**config.mk**
```make
export PLATFORM = sky130hd
export DESIGN_NAME = pulse_channel_programmer_top
export DESIGN_NICKNAME = d
export VERILOG_FILES = /design/src/rtl/pcp_pkg.sv /design/src/rtl/pcp_state_mem.sv /design/src/rtl/pcp_calc.sv /design/src/rtl/pulse_channel_programmer_top.sv
export SDC_FILE = /design/constraint.sdc
export NUM_CORES = 2
export LEC_CHECK = 0
export ABC_AREA = 1
export BUFFER_PORTS_ARGS = -buffer_cell sky130_fd_sc_hd__buf_2
export CAP_MARGIN = 10
export CORE_MARGIN = 4
export CORE_UTILIZATION = 55
export DETAILED_ROUTE_END_ITERATION = 6
export PLACE_DENSITY = 0.72
export SLEW_MARGIN = 5
export SYNTH_ARGS = -nofsm -noshare
export SYNTH_HDL_FRONTEND = slang
export SYNTH_HIERARCHICAL = 1
export SYNTH_SLANG_ARGS = --single-unit
export TNS_END_PERCENT = 1
```
**constraint.sdc**
```tcl
create_clock -name clk -period 14.8 [get_ports clk]
set_input_delay 2.96 -clock clk [delete_from_list [all_inputs] [get_ports clk]]
set_output_delay 2.96 -clock clk [all_outputs]
set_load 0.005 [all_outputs]
```
**src/rtl/pcp_pkg.sv**
```systemverilog
// Types and constants of the pulse channel programmer.
package pcp_pkg;

    localparam logic ACT_DUTY = 1'b0;
    localparam logic ACT_CFG  = 1'b1;

    localparam logic [15:0] FREQ_LOW_MAX = 16'd4;
    localparam logic [15:0] FREQ_MAX     = 16'd4882;
    localparam logic [15:0] BAND_18_MAX  = 16'd305;
    localparam logic [15:0] BAND_17_MAX  = 16'd610;
    localparam logic [15:0] BAND_16_MAX  = 16'd1220;
    localparam logic [15:0] BAND_15_MAX  = 16'd2441;

    localparam logic [4:0] RES_18 = 5'd18;
    localparam logic [4:0] RES_17 = 5'd17;
    localparam logic [4:0] RES_16 = 5'd16;
    localparam logic [4:0] RES_15 = 5'd15;
    localparam logic [4:0] RES_14 = 5'd14;

    // Period limit: floor(500000/hz) <= us  <=>  hz*us + hz > 500000
    localparam logic [32:0] WIDTH_LIMIT = 33'd500000;

    // x/15 = (x * ceil(2^25/15)) >> 25, exact for x < 2^21
    localparam logic [21:0] RECIP_15    = 22'd2236963;
    localparam int          RECIP_SHIFT = 25;

    typedef struct packed {
        logic [3:0]  channel;
        logic [15:0] freq_hz;
        logic [15:0] width_us;
    } in_item_t;

    typedef struct packed {
        logic        action;
        logic [3:0]  out_channel;
        logic [17:0] duty_count;
        logic [12:0] timer_freq;
        logic [4:0]  resolution_bits;
        logic        last_action;
    } out_item_t;

    typedef struct packed {
        logic [15:0] freq;
        logic [15:0] width;
        logic [4:0]  res;
    } entry_t;

    typedef struct packed {
        logic       en;
        logic [3:0] addr;
        entry_t     data;
    } mem_wr_t;

    typedef struct packed {
        logic [4:0]  res;
        logic        too_wide;
        logic [17:0] duty;
    } calc_res_t;

    typedef enum logic [2:0] {
        ST_IDLE,
        ST_MUL,
        ST_DIV,
        ST_DECIDE,
        ST_EMIT
    } state_t;

    typedef enum logic [2:0] {
        PLAN_NONE,
        PLAN_LOW,
        PLAN_RISE,
        PLAN_FALL,
        PLAN_WIDTH
    } plan_t;

    function automatic logic [1:0] plan_count(input plan_t plan);
        logic [1:0] n;
        unique case (plan)
            PLAN_LOW:   n = 2'd1;
            PLAN_RISE:  n = 2'd2;
            PLAN_FALL:  n = 2'd3;
            PLAN_WIDTH: n = 2'd1;
            default:    n = 2'd0;
        endcase
        return n;
    endfunction

    function automatic logic plan_action(input plan_t plan, input logic [1:0] idx);
        logic act;
        unique case (plan)
            PLAN_RISE: act = (idx == 2'd0) ? ACT_CFG : ACT_DUTY;
            PLAN_FALL: act = (idx == 2'd1) ? ACT_CFG : ACT_DUTY;
            default:   act = ACT_DUTY;
        endcase
        return act;
    endfunction

endpackage

```
**src/rtl/pcp_state_mem.sv**
```systemverilog
// Per-channel state memory: synchronous read, one write port, valid bits.
module pcp_state_mem #(
    parameter int NUM_CHANNELS = 16
) (
    input  logic            clk,
    input  logic            rst_n,
    input  logic            rd_en,
    input  logic [3:0]      rd_addr,
    output pcp_pkg::entry_t rd_entry,
    input  pcp_pkg::mem_wr_t wr
);
    import pcp_pkg::*;

    localparam int IDX_W = (NUM_CHANNELS > 1) ? $clog2(NUM_CHANNELS) : 1;

    entry_t                    mem_reg [NUM_CHANNELS];
    logic [NUM_CHANNELS-1:0]   valid_reg;
    entry_t                    rd_data_reg;
    logic                      rd_valid_reg;

    always_ff @(posedge clk) begin
        if (wr.en) begin
            mem_reg[wr.addr[IDX_W-1:0]] <= wr.data;
        end
        if (rd_en) begin
            rd_data_reg <= mem_reg[rd_addr[IDX_W-1:0]];
        end
    end

    // Entries never written read as zero.
    always_ff @(posedge clk or negedge rst_n) begin
        if (!rst_n) begin
            valid_reg    <= '0;
            rd_valid_reg <= 1'b0;
        end else begin
            if (wr.en) begin
                valid_reg[wr.addr[IDX_W-1:0]] <= 1'b1;
            end
            if (rd_en) begin
                rd_valid_reg <= valid_reg[rd_addr[IDX_W-1:0]];
            end
        end
    end

    assign rd_entry = rd_valid_reg ? rd_data_reg : '0;

endmodule

```
**src/rtl/pcp_calc.sv**
```systemverilog
// Arithmetic pipeline: band, width check and duty count.
module pcp_calc (
    input  logic               clk,
    input  logic [15:0]        freq_hz,
    input  logic [15:0]        width_us,
    output pcp_pkg::calc_res_t result
);
    import pcp_pkg::*;

    logic [31:0] prod_reg;
    logic [31:0] prod_next;
    logic        too_wide_reg;
    logic        too_wide_next;
    logic [42:0] quot_reg;
    logic [42:0] quot_next;
    logic [4:0]  res;
    logic [32:0] prod_sum;
    logic [33:0] prod_ext;
    logic [33:0] scaled_full;
    logic [20:0] scaled;

    always_comb begin
        priority if (freq_hz <= BAND_18_MAX) res = RES_18;
        else if (freq_hz <= BAND_17_MAX)     res = RES_17;
        else if (freq_hz <= BAND_16_MAX)     res = RES_16;
        else if (freq_hz <= BAND_15_MAX)     res = RES_15;
        else                                 res = RES_14;
    end

    always_comb begin
        prod_next     = 32'(freq_hz) * 32'(width_us);
        prod_sum      = {1'b0, prod_reg} + {17'd0, freq_hz};
        too_wide_next = (prod_sum > WIDTH_LIMIT);
        prod_ext      = {2'b00, prod_reg};
        // scale by 2^(res-16); when the width fits, the result is below 2^21
        unique case (res)
            RES_18:  scaled_full = prod_ext << 2;
            RES_17:  scaled_full = prod_ext << 1;
            RES_16:  scaled_full = prod_ext;
            RES_15:  scaled_full = prod_ext >> 1;
            default: scaled_full = prod_ext >> 2;
        endcase
        scaled    = scaled_full[20:0];
        quot_next = 43'(scaled) * 43'(RECIP_15);
    end

    always_ff @(posedge clk) begin
        prod_reg     <= prod_next;
        too_wide_reg <= too_wide_next;
        quot_reg     <= quot_next;
    end

    assign result.res      = res;
    assign result.too_wide = too_wide_reg;
    assign result.duty     = quot_reg[RECIP_SHIFT +: 18];

endmodule

```
**src/rtl/pulse_channel_programmer_top.sv**
```systemverilog
// Top level of the pulse channel programmer: control sequencer and result register.
//
// Usage
//   in_valid/in_ready/in_item carry one request: channel, freq_hz, width_us.
//   out_valid/out_ready/out_item carry the timer actions it causes, zero to
//   three per request, in order; last_action marks the final one.
//   in_ready is high only while the sequencer is idle, so requests are
//   handled one at a time.
// Timing
//   A request is read from the per-channel state memory on the cycle it is
//   accepted, then passes through ST_MUL (product multiplier), ST_DIV
//   (reciprocal multiplier, divide by 15) and ST_DECIDE (deciding and writing back).
//   The first action is registered in ST_EMIT, the next ones one per cycle
//   while out_ready does not stall them; a request causes 0 to 3 actions.
//   The memory read-modify-write is the pacing loop.
// Reset
//   Per-channel valid bits clear, so every channel starts with zero stored
//   frequency, width and resolution; no clearing pass is needed.
// Backpressure
//   The output register holds an action while out_ready is low and the
//   sequencer waits; the last action may still sit there while the next
//   request is accepted.
module pulse_channel_programmer_top #(
    parameter int NUM_CHANNELS = 16
) (
    input  logic               clk,
    input  logic               rst_n,
    input  logic               in_valid,
    output logic               in_ready,
    input  pcp_pkg::in_item_t  in_item,
    output logic               out_valid,
    input  logic               out_ready,
    output pcp_pkg::out_item_t out_item
);
    import pcp_pkg::*;

    state_t    state_reg;
    state_t    state_next;
    plan_t     plan_reg;
    plan_t     plan_next;
    plan_t     plan_c;
    logic [1:0] idx_reg;
    logic [1:0] idx_next;
    logic      in_range_reg;
    in_item_t  req_reg;
    logic      out_valid_reg;
    logic      out_valid_next;
    out_item_t out_item_reg;
    out_item_t out_item_next;

    logic      accept;
    entry_t    prev;
    mem_wr_t   wr;
    calc_res_t calc;
    logic      act;
    logic      last;

    assign in_ready = (state_reg == ST_IDLE);
    assign accept   = in_valid && in_ready;

    pcp_state_mem #(
        .NUM_CHANNELS (NUM_CHANNELS)
    ) u_mem (
        .clk      (clk),
        .rst_n    (rst_n),
        .rd_en    (accept),
        .rd_addr  (in_item.channel),
        .rd_entry (prev),
        .wr       (wr)
    );

    pcp_calc u_calc (
        .clk      (clk),
        .freq_hz  (req_reg.freq_hz),
        .width_us (req_reg.width_us),
        .result   (calc)
    );

    // Decide the action list and the write-back from the stored entry.
    always_comb begin
        plan_c       = PLAN_NONE;
        wr.en        = 1'b0;
        wr.addr      = req_reg.channel;
        wr.data.freq = req_reg.freq_hz;
        wr.data.width = req_reg.width_us;
        wr.data.res  = calc.res;
        priority if (!in_range_reg) begin
            plan_c = PLAN_NONE;
        end else if (req_reg.freq_hz <= FREQ_LOW_MAX) begin
            // near-DC request: duty zero, only the frequency is kept
            plan_c        = PLAN_LOW;
            wr.en         = 1'b1;
            wr.data.width = prev.width;
            wr.data.res   = prev.res;
        end else if (req_reg.freq_hz > FREQ_MAX || calc.too_wide) begin
            plan_c = PLAN_NONE;
        end else begin
            wr.en = 1'b1;
            priority if (prev.freq < req_reg.freq_hz) begin
                plan_c = PLAN_RISE;
            end else if (prev.freq > req_reg.freq_hz || prev.res > calc.res) begin
                plan_c = PLAN_FALL;
            end else if (prev.width != req_reg.width_us && prev.res == calc.res) begin
                plan_c = PLAN_WIDTH;
            end else begin
                plan_c = PLAN_NONE;
            end
        end
        if (state_reg != ST_DECIDE) begin
            wr.en = 1'b0;
        end
    end

    // Current action of the list.
    always_comb begin
        act  = plan_action(plan_reg, idx_reg);
        last = (idx_reg == 2'(plan_count(plan_reg) - 2'd1));
        out_item_next.action          = act;
        out_item_next.out_channel     = req_reg.channel;
        out_item_next.duty_count      = (act == ACT_DUTY && plan_reg != PLAN_LOW)
                                        ? calc.duty : 18'd0;
        out_item_next.timer_freq      = (act == ACT_CFG) ? req_reg.freq_hz[12:0] : 13'd0;
        out_item_next.resolution_bits = (act == ACT_CFG) ? calc.res : 5'd0;
        out_item_next.last_action     = last;
    end

    always_comb begin
        state_next     = state_reg;
        plan_next      = plan_reg;
        idx_next       = idx_reg;
        out_valid_next = out_valid_reg && !out_ready;
        unique case (state_reg)
            ST_IDLE: begin
                if (accept) begin
                    state_next = ST_MUL;
                end
            end
            ST_MUL: begin
                state_next = ST_DIV;
            end
            ST_DIV: begin
                state_next = ST_DECIDE;
            end
            ST_DECIDE: begin
                plan_next  = plan_c;
                idx_next   = 2'd0;
                state_next = (plan_count(plan_c) != 2'd0) ? ST_EMIT : ST_IDLE;
            end
            ST_EMIT: begin
                if (!out_valid_reg || out_ready) begin
                    out_valid_next = 1'b1;
                    idx_next       = idx_reg + 2'd1;
                    if (last) begin
                        state_next = ST_IDLE;
                    end
                end
            end
            default: begin
                state_next = ST_IDLE;
            end
        endcase
    end

    always_ff @(posedge clk or negedge rst_n) begin
        if (!rst_n) begin
            state_reg     <= ST_IDLE;
            plan_reg      <= PLAN_NONE;
            idx_reg       <= 2'd0;
            out_valid_reg <= 1'b0;
        end else begin
            state_reg     <= state_next;
            plan_reg      <= plan_next;
            idx_reg       <= idx_next;
            out_valid_reg <= out_valid_next;
        end
    end

    always_ff @(posedge clk) begin
        if (accept) begin
            req_reg      <= in_item;
            in_range_reg <= ({1'b0, in_item.channel} < 5'(NUM_CHANNELS));
        end
        if (state_reg == ST_EMIT && (!out_valid_reg || out_ready)) begin
            out_item_reg <= out_item_next;
        end
    end

    assign out_valid = out_valid_reg;
    assign out_item  = out_item_reg;

endmodule

```
==> metrics.md <==
| Metric | Value |
|---|---|
| Area grow syn2layout | 8.66% |
| Worst EP required | 15.37 ns |
| Synth area leaders | edfxtp_1 45%, fa_1 11%, ha_1 8.4% |
| Std-Cell Core Area | 85300 µm² |
| Main synth FF type | edfxtp_1 |
| DRC | 0 |
| Final Hold Vio Count | 0 |
| Top-count cell post-synth | nand2_1 |
| Clk_skew | 0.0243 ns |
| First-pass GRT wire length | between 150 and 200 mm |
| Crit Path Class | reg2reg |
| Final setup TNS | 0 ns |
| Final ANT Viol Nets | 0 |
| Crit-path max cell delay | 0.62 ns |
| Unique masters post-synth | 61 |
| Top post-synthesis cells by count | 713 x nand2_1, 707 x edfxtp_1, 685 x inv_1 |
| CP endpoint kind | flop |
| Nets | 5341 |
| Max Clock Freq | 122 MHz |
| Synthesized flop and latch total | between 700 and 800 |
| Hold endpoint | u_mem/valid_reg[8] |
| CTS tree | yes |
| Worst min-delay path class | reg2reg |
| Share of layout cells above drive strength 1 | 7.46% |
| Largest family of logic cells by synthesized area | adder cells |
| DRT Pass-1 Iters | 6 |
| Worst path top cell family by delay | adder cells |
| # H-tree levels | 3 |
| Max reg flops | 592 |
| Hold Path Depth | 1 |
| Max Cap Viol | 0 |
| Worst Path Buf+Inv | 6 |
| Die area | 90700 µm² |
| Worst Path Arrival | roughly 9 ns |
| Die height | 301 µm |
| Slowest cell on crit path | nand2_1 |
| Vias post-DR | 33600 |
| HPWL after DPL | roughly 75 mm |
| Grt total ovfl | 0 |
| RSZ-0062 raised after global routing | false |
| Synth Area in Adders | a little under a fifth |
| FF-to-FF path depth | 34 |
| Max-slew headroom | 20.0% |
| Startpoint type of the worst setup path | flop |
| Largest area contributor in the netlist | edfxtp_1 |
| Tcrit/Tclk final | 55.5% |
| CTS clk-pin slew, worst paths | 0.06 ns |
| Detailed router's first-iteration violation count | 3384 |
| Async SR Flop Fraction | around 3.3% |
| Post-cts resize count | 0 |
| CTS max path bufs | 3 |
| Post-CTS Setup Inserts | 0 |
| Hold-fix buffers, CTS | 0 |
| Most used cell, CP | nand2_1 |
| Final Core Density | 60.3% |
| CTS root buf | clkbuf_16 |
| Critical Path Fanout Max | 40 |
| Status | complete, no violations |
| Vias per cell | between 5 and 6 |
| Tot GR Track Use | about a quarter |
| Number of buffers created by CTS | between 80 and 90 |
| Period minus WS final | about 8.2 ns |
| Num rows | 107 |
| Critical R2R Launch | req_reg[17] |
| Reg2reg setup slack | 6.59 ns |
| Worst skew pair latency | 0.64 ns |
| Critical Path Start | req_reg[17] |
| CTS sink cnt | 784 |
| Mapped Cells | 4713 |
| Area of the mapped netlist | around 47000 µm² |
| Worst r2r dst | u_calc/quot_reg[38] |
| WL/cell | between 20 and 25 µm |
| Initial antenna violation count | 1 |
| Die X | around 300 µm |
| Min-delay src | u_mem/valid_reg[8] |
| Synth Area in Simple Gates | 14.2% |
| GP Congestion | roughly 0.89 |
| Register area share after synthesis | 48.4% |
| EDFF count, synth | 707 |
| IO buf count | 83 |
| Slew Limit Fails | 0 |
| WL final | 120 mm |
| Mapped Nets | 5325 |
| Vias in the first global route | around 33000 |
| Setup-failing EPs final | 0 |
| Num ports | 84 |
| Mapped Avg Cell Area | 10.0 µm² |
| Initial Util | 55.5% |
| Largest net degree at the start of global routing | around 160 |
| Slew @ Worst Pin | approximately 1.2 ns |
| Stages on worst setup path | 34 |
| XOR/XNOR Fraction of Synth Area | 1.33% |
| Yosys warnings | 6 |
| Post-synthesis mux area share | 0% |
| Post-synthesis compound-gate area fraction | 9.08% |
| Post-synth top area share | 44.9% |
==> metal layers <==
metal | routed length [µm] | share of wire [%] | vias up | global-route usage (%)
met5 | 0 | 0 | - | 0
met4 | 3820 | 3.2 | 0 | 8.81
met2 | 56800 | 47 | 1333 | 43.6
li1 | - | - | 15600 | -
met1 | 49900 | 42 | 16400 | 37.0
met3 | 9390 | 7.8 | 246 | 3.67
==> how the worst max path moves through the flow <==
| stage | endpoint | slack (ns) |
|---|---|---|
| floorplan | out_item_next[37] | 6.16 |
| global placement | u_calc/quot_reg[38] | 6.84 |
| detailed placement | u_calc/quot_reg[37] | 6.64 |
| CTS | u_calc/quot_reg[38] | 6.62 |
| global route | u_calc/quot_reg[38] | 6.04 |
| finish | u_calc/quot_reg[38] | 6.59 |
==> logic make-up after synthesis <==
family / count (synthesis)
XOR/XNOR: 72
flip-flops: 784
buffers and inverters: 906
AND/OR/NAND/NOR: 1641
AO/OA/AOI/OAI: 738
adder cells (fa/ha/maj): 572
==> layout by cell type (no fill, tap or decap), types with 5 or more instances in the layout <==
master        n
inv_2         8
inv_1       683
bufinv_16     6
a21o_1        5
clkinvlp_4    6
clkinv_2     21
nor2_1      650
o22ai_1      29
xnor2_1      19
nor2_4       17
dfxtp_1      51
o21a_1       11
nand2_1     713
edfxtp_1    707
clkbuf_8      7
nand3_1     145
clkinv_1      8
nand4_1      19
a31oi_1       6
dfrtp_1      26
buf_4        63
xor2_1       53
clkbuf_1     13
ha_1        316
fa_1        256
nand2_2       9
o21bai_1      8
o21ai_1      56
nor3_1       32
clkbuf_16    84
a221oi_1      6
or2_2        18
o211ai_1    152
nor2_2        7
buf_2        80
a21oi_1     117
o21ai_0     327
nor4_1        6
==> stage by stage <==
step,hold WS [ns],cell area [µm²],worst slack [ns],instances
final,0.471,51400,6.59,5941
after global routing,0.482,51400,6.04,5941
after CTS,0.473,51400,6.62,5940
after detailed placement,0.452,48700,6.64,5790
after global placement,0.453,48700,6.84,5790
after floorplan,0.439,47300,6.16,4713
==> area by class of cell <==
class	instances	area, µm²
diodes	1	2.50
well taps	1144	1430
inverters	694	2610
fillers	6903	33900
flip-flops and latches	784	22900
clock buffers	102	2220
repair buffers	145	901
clock inverters	48	493
multi-input cells	3023	20800
Power is left out: the tool's default activity adds up to more than one toggle a clock period on the data nets, which glitch-free logic cannot reach.
